===== src/rtl/scm_pkg.sv =====
// Shared types and constants of the sparse COO MTTKRP engine.
// No dependencies; every other file of the block but scm_bank imports this package.
package scm_pkg;

    localparam int NUM_FACTORS = 3;
    localparam int RANK_W      = 6;
    localparam int ROW_W       = 10;
    localparam int COL_W       = 5;
    localparam int WORD_W      = 32;
    localparam int CFG_IDX_W   = 2;

    // Request types.
    localparam logic [1:0] REQ_WRITE   = 2'd0;
    localparam logic [1:0] REQ_READ    = 2'd1;
    localparam logic [1:0] REQ_NONZERO = 2'd2;

    // Configuration register indexes.
    localparam logic [CFG_IDX_W-1:0] CFG_RANK        = 2'd0;
    localparam logic [CFG_IDX_W-1:0] CFG_OUTPUT_MODE = 2'd1;

    localparam logic [RANK_W-1:0] RANK_RESET = 6'd16;
    localparam logic [1:0]        MODE_RESET = 2'd0;

    typedef struct packed {
        logic [1:0]               req_type;
        logic [1:0]               factor_sel;
        logic [ROW_W-1:0]         factor_row;
        logic [COL_W-1:0]         factor_col;
        logic signed [WORD_W-1:0] factor_data;
        logic [ROW_W-1:0]         index_mode0;
        logic [ROW_W-1:0]         index_mode1;
        logic [ROW_W-1:0]         index_mode2;
        logic signed [WORD_W-1:0] tensor_value;
    } in_item_t;

    typedef struct packed {
        logic signed [WORD_W-1:0] read_data;
        logic                     saturated;
    } out_item_t;

    // Controller to datapath.
    typedef struct packed {
        logic load;   // latch the accepted request
        logic write;  // write the latched factor entry
        logic read;   // start a factor entry read
        logic issue;  // issue one rank column of a nonzero
    } cmd_t;

    // Datapath to controller.
    typedef struct packed {
        logic write_ok;
        logic is_read;
        logic nz_ok;
        logic last_col;
        logic pipe_busy;
        logic read_busy;
    } stat_t;

endpackage


===== src/rtl/scm_ctrl.sv =====
// Request sequencer of the MTTKRP engine: accepts requests and steps the datapath.
// Depends on scm_pkg for the command and status structs.
module scm_ctrl import scm_pkg::*; (
    input  logic       clk,
    input  logic       rst_n,
    input  logic       item_valid,
    input  logic [1:0] item_req_type,
    output logic       item_stall,
    input  stat_t      stat,
    output cmd_t       cmd
);

    typedef enum logic [3:0] {
        ST_IDLE   = 4'b0001,
        ST_DECODE = 4'b0010,
        ST_RUN    = 4'b0100,
        ST_DRAIN  = 4'b1000
    } state_t;

    state_t state_reg;
    state_t state_next;
    logic   accept;

    // A read waits until the previous read result has left the output register.
    assign item_stall = (state_reg != ST_IDLE) ||
                        ((item_req_type == REQ_READ) && stat.read_busy);
    assign accept = item_valid && !item_stall;

    always_comb
    begin
        state_next = state_reg;
        cmd        = '0;
        unique case (state_reg)
            ST_IDLE:
            begin
                if (accept)
                begin
                    cmd.load   = 1'b1;
                    state_next = ST_DECODE;
                end
            end
            ST_DECODE:
            begin
                if (stat.write_ok)
                begin
                    cmd.write  = 1'b1;
                    state_next = ST_IDLE;
                end
                else if (stat.is_read)
                begin
                    cmd.read   = 1'b1;
                    state_next = ST_IDLE;
                end
                else if (stat.nz_ok)
                begin
                    state_next = ST_RUN;
                end
                else
                begin
                    state_next = ST_IDLE;
                end
            end
            ST_RUN:
            begin
                cmd.issue = 1'b1;
                if (stat.last_col)
                begin
                    state_next = ST_DRAIN;
                end
            end
            ST_DRAIN:
            begin
                if (!stat.pipe_busy)
                begin
                    state_next = ST_IDLE;
                end
            end
            default:
            begin
                state_next = ST_IDLE;
            end
        endcase
    end

    always_ff @(posedge clk or negedge rst_n)
    begin
        if (!rst_n)
        begin
            state_reg <= ST_IDLE;
        end
        else
        begin
            state_reg <= state_next;
        end
    end

endmodule


===== config.mk =====
export PLATFORM = sky130hd
export DESIGN_NAME = scm_ctrl
export DESIGN_NICKNAME = d
export VERILOG_FILES = /design/src/rtl/scm_pkg.sv /design/src/rtl/scm_ctrl.sv
export SDC_FILE = /design/constraint.sdc
export NUM_CORES = 1
export LEC_CHECK = 0
export ABC_AREA = 1
export BUFFER_PORTS_ARGS = -buffer_cell sky130_fd_sc_hd__buf_2
export CELL_PAD_IN_SITES_DETAIL_PLACEMENT = 1
export CELL_PAD_IN_SITES_GLOBAL_PLACEMENT = 2
export CORE_MARGIN = 5
export CORE_UTILIZATION = 18
export DETAILED_ROUTE_END_ITERATION = 10
export MAX_ROUTING_LAYER = met4
export PLACE_DENSITY = 0.82
export SYNTH_ARGS = -nofsm -noshare
export SYNTH_HDL_FRONTEND = slang
export SYNTH_SLANG_ARGS = --single-unit

===== constraint.sdc =====
create_clock -name clk -period 1.1 [get_ports clk]
set_input_delay 0.11 -clock clk [delete_from_list [all_inputs] [get_ports clk]]
set_output_delay 0.11 -clock clk [all_outputs]
set_load 0.01 [all_outputs]

# Yosys cells after proc, flatten, opt, wreduce, memory -nomap -nowiden
# Cells that the tools add are included.
[op_classes]
eq_ne = 9
n_mux = 14
n_reduce_logical = 5
[op_table]
columns = ["operator", "n"]
rows = [
  ["4-bit 2-to-1 mux", 5],
  ["4-bit case mux with 4 select lines", 1],
  ["1-bit 2-to-1 mux", 6],
  ["2-bit != test (second input constant)", 3],
  ["4-bit by 1-bit equality test with 1-bit output (second input constant)", 1],
  ["4-bit by 2-bit equality test with 1-bit output (second input constant)", 1],
  ["4-bit by 3-bit equality test with 1-bit output (second input constant)", 1],
  ["4-bit equality test (second input constant)", 1],
  ["4-bit by 1-bit != test with 1-bit output (second input constant)", 1],
  ["3-bit 2-to-1 mux", 1],
  ["3-bit AND reduction", 1],
  ["2-bit by 1-bit equality test with 1-bit output (second input constant)", 1],
  ["1-bit logical AND", 2],
  ["2-bit 2-to-1 mux", 1],
  ["1-bit zero test", 1],
  ["1-bit logical OR", 1],
]
[word_totals]
regBits = 4
word_cells = 29
input_bits = 11
out_inout_bits = 5

# Depth between registers and ports, before layout
# Gate-level depths: netlist of the first run.
[depth]
depth_word = 7
depth_mapped = 7

# Worst setup path before layout of the first run
# No wires, ideal clock.
[synth_path]
path_kind = "register to output"
start = "register state_reg[0]"
end = "output cmd[3] in the netlist's numbering"
path_stages_with_launch = 5
arrival_time_ps = 983
n_path_buf = 0
setup_slack_ps = 7
cell_sequence = "dfstp_2 > nand2_1 > nor2_2 > nand2_2 > nor2_1"
[synth_lines]
columns = ["element", "line", "rtl"]
rows = [
  ["start: declaration", "scm_ctrl.sv:20", "state_t state_reg;"],
  ["start signal: assignment", "scm_ctrl.sv:93", "state_reg <= state_next;"],
  ["end: declaration", "scm_ctrl.sv:10", "output cmd_t cmd"],
]

==> out/qor.yml, run 1 <==
status: "complete, but fails checks"
violations: "negative setup slack"
num-fill-cells: 193
place.gp.congestion: 0.707
utilization_pct: 38.9
synth_seq_cells: 4
synth-xor-area-share_pct: 0
ys.flop_type: "dfrtp_1"
rr_startpoint: "state_reg[0]"
path_class: "reg -> out"
start_util_pct: 18.7
groute.layer.met1.usage_pct: 6.97
synth_top_family_by_area: "simple AND/OR/NAND/NOR gates"
clk_latency_ns: 0.24
coreArea_um2: 1490
total_leakage_power_uw: 0.000326
port_buffers: 15
power.density_nw_per_um2: 1680
synth_largest_area_cell: "dfrtp_1"
cts_buffer_depth: 2
layout-drive-gt1-share_pct: 67.5
die_w_um: 49.3
r2r_slack_ns: -0.21
io_pins: 16
synth.most_common_cell: "nand2_1"
slew_violations: 0
drv_cap: 0
setup_violations: 8
grt_pass1_wl_um: 1620
drt_iter0_drc: 1
worst_setup_path_start_kind: "flop"
areaGrowthSynthToFinish_pct: 109
cts.clk_slew.worst_paths_ns: 0.04
yosysTopAreaCellShare_pct: 27.0
hold_viol_final: 0
hpwl_um: 718
worst-endpoint-arrival_ns: 1.27
synth_nets: 57
drc: 0
synth_compound_area_share_pct: 3.60
overflow: 0
syn-instance-count: 46
use_met3_pct: 2.14
cts_buffers: 3
cp.required_ns: 0.99
htreeDepth: 1
rsz0062_at_grt: "true"
peakVddDrop_uv: 749
stdcell_count: 93
die-area_um2: 2430
crit_end: "cmd[3]"
track_usage_pct: 9.61
syn_area_um2: 278
startpoint: "state_reg[0]"
largest_reg_flops: 4
grt_max_degree: 5
avgSynthCellArea_um2: 6.04
wire_per_inst_um: 11.7
ys_warn_count: 0
fmax_mhz: 724
min_path_type: "in -> reg"
timing.rr.end: "state_reg[1]"
num_rows: 14
crit_path_end_kind: "primary output"
antenna_found_initial: 0
worstRegToRegCells: 7
via_per_inst: 4.15
dp_cells: 77
synth_cell_type_count: 11
ant_nets: 0
numClockSinks: 4
fin_crit_sh_pct: 126
root_buffer: "clkbuf_4"
ys_async_sr_fraction_pct: 100
worst_pin_slew_ns: 0.295
diodes: 0
via_count: 386
cts_tree: "built"
yosys.area_share.simple_pct: 43.7
use_met2_pct: 17.4
grt_busiest_layer: "met2"
first_pass_iters: 2
worst_clock_skew_ns: 0.00435
synthTopCellsByArea: "dfrtp_1 27%, nand2_1 16%, inv_1 15%"
die_h_um: 49.3
yosysSeqAreaShare_pct: 36.5
period_needed_ns: 1.38
power_uw: 972
maxSlewHeadroom_pct: 80.3
synth_edf_count: 0
crit_path_max_fanout: 3
timing.final.ws_setup_ns: -0.281
grt_pass1_vias: 395
synth-adder-area-share_pct: 0
setup-tns-final_ns: -1.25
synth_commonest_cells: "12 x nand2_1, 11 x inv_1, 8 x nor2_1, 4 x nand3_1, 3 x dfrtp_1"
nets: 89
drt_wl_total_um: 1090
fin_hold_ws_ns: 0.135
muxShareOfSynthArea_pct: 0
## power by group
part	switching [uW]	internal [uW]
clock network	71.7	137
registers	35.3	191
logic	269	268
## metrics by stage
stage / cell area (um^2) / worst slack (ns)
global route: 579 / -0.384
detailed placement: 373 / -0.0350
floorplan: 278 / 0.00668
CTS: 477 / -0.243
finish: 579 / -0.281
global placement: 373 / -0.0172
## placed cells by master (no fill, tap or decap), types with 3 or more instances in the layout
master     n
dfrtp_1    3
nor2_4     5
inv_1      7
buf_4      8
buf_2     14
nand2_1    6
nand3_1    3
clkbuf_4   3
nand2_2    6
inv_2      5
buf_6      4
nor2_1     3
## worst max-delay path: stages (launching register included)
cell,delay (ns)
dfstp_2,0.55
nand2_2,0.06
nor2_4,0.13
nand2_2,0.07
nor2_1,0.09
buf_2,0.13
## routing by layer
layer,vias up,part of all wire (%)
li1,196,-
met1,174,32
met2,11,60
met3,5,3.6
met4,0,4.4
met5,-,0
## how the worst min path moves through the flow
stage | startpoint | to | slack [ns] | cells past startpoint
2_1_floorplan | rst_n | state_reg[1] | -0.19 | 0
3_3_place_gp | rst_n | state_reg[3] | -0.08 | 1
3_5_place_dp | rst_n | state_reg[3] | -0.08 | 1
4_1_cts | item_valid | state_reg[1] | 0.14 | 3
5_1_grt | item_valid | state_reg[1] | 0.14 | 3
6_report | item_valid | state_reg[1] | 0.13 | 3
## logic make-up (layout without fill, tap and decap cells)
| family | count (synthesis) | count (layout) |
|---|---|---|
| buffers and inverters | 12 | 43 |
| AOI/OAI and AO/OA | 2 | 2 |
| and+or+nand+nor | 28 | 28 |
| DFF | 4 | 4 |
## layout make-up
class	instances	area [um^2]	area share, %
Sequential cell	4	101	17.5
Clock buffer	4	26.3	4.54
Multi-Input combinational cell	30	201	34.8
Inverter	12	45.0	7.78
Timing Repair Buffer	27	185	32.0
Tap cell	16	20.0	3.46
## timing repair
item                                   4_1_cts  5_1_grt
pin swaps                                    6        7
hold buffers                                 1        0
setup endpoints to repair                    5        9
endpoints found under the hold margin        4        0
buffers inserted                             7        6
gates resized for setup                      6       22
Power figures use the tool's default switching activity.
==> inputs of run 2 (changes only) <==
CORE_UTILIZATION = 19   (was 18)
CTS_BUF_LIST = sky130_fd_sc_hd__clkbuf_4   (was unset)
PLACE_DENSITY = 0.85   (was 0.82)
TNS_END_PERCENT = 5   (was unset)
==> run 2 against run 1 <==
The flow still finishes with violations (negative setup slack). Sequential share of layout area up 4.6 points. Via count decreased by 9.6%. Critical path type unchanged. Die area fell by 4.2%. Critical path depth did not move. Clock skew rose by 0.0023 ns. Core utilization fell by 4.5 points.
==> out/qor.yml, run 2 (synthesis results as in run 1) <==
status: "complete, but fails checks"
violations: "negative setup slack"
fin_crit_sh_pct: 122
diodes: 0
crit_path_max_fanout: 3
die_w_um: 48.2
min_path_cells: 3
ant_nets: 0
crit_path_end_kind: "primary output"
min_path_type: "in -> reg"
fmax_mhz: 747
maxSlewHeadroom_pct: 86.4
switchingPower_uw: 298
worst_setup_path_start_kind: "flop"
cp.required_ns: 0.99
start_util_pct: 20.8
power.internal_uw: 534
power.density_nw_per_um2: 1810
drc: 0
hold_viol_final: 0
wire_per_inst_um: 10.7
period_needed_ns: 1.34
clk_latency_ns: 0.24
peakVddDrop_uv: 753
setup_violations: 7
regArea_um2: 101
largest_reg_flops: 4
path_cells: "nand2_2 -> nor2_4 -> nand2_2 -> nor2_1 -> buf_2"
grt_pass1_wl_um: 1290
timing.final.ws_setup_ns: -0.238
slew_violations: 0
stdcell_count: 83
post-place-ws_ns: -0.0460
crit_path_frequent_cell: "nand2_2"
rsz0062_at_grt: "true"
final_cell_mix: "15 x buf_2, 9 x inv_1, 9 x nand2_1, 7 x nor2_1"
num-fill-cells: 188
worst_pin_slew_ns: 0.204
grt_max_degree: 5
numClockSinks: 4
worstRegToRegCells: 7
fin_hold_ws_ns: 0.161
cts_buffer_depth: 2
cts_buffers: 3
multi_input_area_um2: 164
total_leakage_power_uw: 0.000281
layout_commonest_cell: "buf_2"
areaGrowthSynthToFinish_pct: 65.3
drv_cap: 0
slowest_delay_ns: 0.54
via_per_inst: 4.20
coreArea_um2: 1330
worst_clock_skew_ns: 0.00661
drt_wl_total_um: 886
overflow: 0
dp_cells: 76
io_pins: 16
place.gp.congestion: 0.738
seq_power_share_pct: 26.4
hpwl_um: 666
cts_tree: "built"
htreeDepth: 1
layout-drive-gt1-share_pct: 50.0
track_usage_pct: 8.91
setup-tns-final_ns: -1.08
switching_share_pct: 35.8
nets: 80
cp_slowest_cell: "dfstp_2"
worst-endpoint-arrival_ns: 1.23
power_frac_comb_pct: 46.6
num_rows: 13
path_class: "reg -> out"
port_buffers: 15
antenna_found_initial: 0
grt_pass1_vias: 339
first_pass_iters: 2
die_h_um: 48.2
power_frac_clock_pct: 26.9
cts.clk_slew.worst_paths_ns: 0.03
root_buffer: "clkbuf_4"
drt_iter0_drc: 3
via_count: 349
die-area_um2: 2330
==> run 2: metrics by stage <==
stage	util (%)	instance area [um^2]	power, uW
5_1_grt	34.4	459	910
6_report	34.4	459	832
3_3_place_gp	27.9	372	469
3_5_place_dp	27.9	372	476
2_1_floorplan	-	278	387
4_1_cts	32.2	429	766
==> run 2: routing by layer <==
layer / wire length (um) / track usage (%) / part of all wire [%] / up-vias
met1: 365 / 10.5 / 41 / 154
met5: 0 / - / 0 / -
met2: 458 / 12.2 / 52 / 15
li1: - / - / - / 178
met4: 19 / 11.3 / 2.1 / 0
met3: 42 / 0 / 4.7 / 2
==> run 2: worst paths after layout <==
check	end	from	slack, ns
worst max register to register	state_reg[3]	state_reg[0]	-0.11
worst max-delay path	cmd[3]	state_reg[0]	-0.24
min in group asynchronous	state_reg[2]	rst_n	0.20
worst min-delay path	state_reg[1]	item_valid	0.16
worst min register to register	state_reg[2]	state_reg[3]	0.61
max in group asynchronous	state_reg[0]	rst_n	0.68
==> run 2: area by class of cell <==
| type | instances | share of cell area, % |
|---|---|---|
| Multi-Input combinational cell | 30 | 35.7 |
| Clock buffer | 4 | 6.54 |
| Inverter | 12 | 9.81 |
| Tap cell | 15 | 4.09 |
| Timing Repair Buffer | 18 | 21.8 |
| Sequential cell | 4 | 22.1 |
==> run 2: repair_timing <==
action,in CTS,in global routing
endpoints found under the setup margin,5,7
pin swaps,6,3
hold buffers,1,0
resized for setup,4,7
endpoints found under the hold margin,4,0
buffers inserted,1,1
==> run 2: critical path: cells and delay by family, from the launching register on <==
| kind | cells | cell delay (ns) |
|---|---|---|
| and+or+nand+nor | 4 | 0.32 |
| DFF | 1 | 0.54 |
| buffers and inverters | 1 | 0.13 |
==> run 2: power by group through the flow <==
| stage | clock network [uW] | logic, uW | registers [uW] |
|---|---|---|---|
| floorplan | 0 | 178 | 209 |
| global placement | 0 | 258 | 212 |
| detailed placement | 0 | 261 | 215 |
| CTS | 234 | 314 | 217 |
| global route | 250 | 436 | 224 |
| finish | 224 | 388 | 220 |
==> inputs of run 3 (changes only) <==
SKIP_CTS_REPAIR_TIMING = 1   (was unset)
==> run 3 against run 2 <==
The run still ends with negative setup slack left. Sequential power about the same. Final cell count increased by 1.2%. Clock power increased by 3%. Largest power group unchanged.
==> out/qor.yml, run 3 (synthesis results as in run 1) <==
drt_iter0_drc: 1
maxSlewHeadroom_pct: 86.5
cp.required_ns: 0.99
min_path_type: "in -> reg"
power_frac_comb_pct: 44.1
grt_max_degree: 5
via_count: 348
root_buffer: "clkbuf_4"
worst_pin_slew_ns: 0.202
cts.clk_slew.worst_paths_ns: 0.04
layout-drive-gt1-share_pct: 50.7
largest_reg_flops: 4
drv_cap: 0
power.density_nw_per_um2: 1730
power.internal_uw: 508
io_pins: 16
overflow: 0
cts_tree: "built"
via_per_inst: 4.14
drc: 0
ant_nets: 0
fin_crit_sh_pct: 121
path_class: "reg -> out"
num-fill-cells: 184
diodes: 0
min-delay-start: "item_valid"
timing.final.ws_setup_ns: -0.230
die_w_um: 48.2
switching_share_pct: 37.1
utilization_pct: 35.0
areaGrowthSynthToFinish_pct: 68.0
total_leakage_power_uw: 0.000288
drt_wl_total_um: 908
numClockSinks: 4
die_h_um: 48.2
power_frac_clock_pct: 28.6
start_util_pct: 20.8
crit_path_max_fanout: 3
worst-endpoint-arrival_ns: 1.22
hpwl_um: 666
layout_commonest_cell: "buf_2"
crit_path_end_kind: "primary output"
status: "complete, but fails checks"
die-area_um2: 2330
wire_per_inst_um: 10.8
peakVddDrop_uv: 622
slew_violations: 0
coreArea_um2: 1330
startpoint: "state_reg[0]"
fmax_mhz: 752
hold_viol_final: 0
place.gp.congestion: 0.738
fin_hold_ws_ns: 0.152
worst_clock_skew_ns: 0.00442
rsz0062_at_grt: "true"
final_cell_mix: "15 x buf_2, 10 x nand2_1, 9 x inv_1, 6 x nor2_1"
cts_buffers: 3
period_needed_ns: 1.33
track_usage_pct: 8.53
grt_pass1_wl_um: 1230
htreeDepth: 1
clk_latency_ns: 0.24
setup_violations: 8
port_buffers: 15
nets: 81
seq_power_share_pct: 27.3
rr_startpoint: "state_reg[0]"
first_pass_iters: 2
cts_buffer_depth: 2
grt_pass1_vias: 326
worst_setup_path_start_kind: "flop"
antenna_found_initial: 0
num_rows: 13
violations: "negative setup slack"
switchingPower_uw: 299
## run 3: cell types whose count changed in the layout (fill, tap and decap cells not counted), sizes merged
cell,delta
buf,+1
## run 3: final timing paths
kind	to	slack, ns	depth (start not counted)
max reg2reg	state_reg[0]	-0.10	7
min	state_reg[1]	0.15	3
min in group asynchronous	state_reg[2]	0.20	2
max	cmd[3]	-0.23	5
max in group asynchronous	state_reg[0]	0.69	2
min reg2reg	state_reg[2]	0.61	3
## run 3: routing by layer
layer	wire (um)	share of wire [%]	up-vias	track usage [%]
li1	-	-	180	-
met1	371	41	151	9.80
met2	442	49	13	11.7
met3	39	4.3	4	0
met4	55	6.1	0	11.3
met5	0	0	-	-
## run 3: layout make-up
class / count / area [um^2] / share of cell area [%]
Inverter: 12 / 45.0 / 9.65
Clock buffer: 4 / 30.0 / 6.43
Tap cell: 15 / 18.8 / 4.02
Multi-Input combinational cell: 30 / 164 / 35.1
Sequential cell: 4 / 101 / 21.7
Timing Repair Buffer: 19 / 108 / 23.1
## run 3: per-stage QoR
stage,instances,setup TNS [ns],power [uW],worst slack (ns),area [um^2]
2_1_floorplan,46,0,387,0.00668,278
3_3_place_gp,76,-0.0244,469,-0.0244,372
3_5_place_dp,76,-0.0484,476,-0.0460,372
4_1_cts,80,-1.10,710,-0.304,402
5_1_grt,84,-1.57,872,-0.304,467
6_report,84,-1.06,808,-0.230,467
## run 3: critical path, stage by stage (launching register included)
cell     delay (ns)
dfstp_2        0.55
nand2_2        0.07
nor2_4         0.10
nand2_2        0.06
nor2_1         0.07
buf_2          0.13
## run 3: power groups by stage
| stage | registers (uW) | clock network, uW | logic [uW] |
|---|---|---|---|
| detailed placement | 215 | 0 | 261 |
| global route | 224 | 250 | 398 |
| global placement | 212 | 0 | 258 |
| floorplan | 209 | 0 | 178 |
| CTS | 213 | 234 | 262 |
| finish | 221 | 231 | 356 |
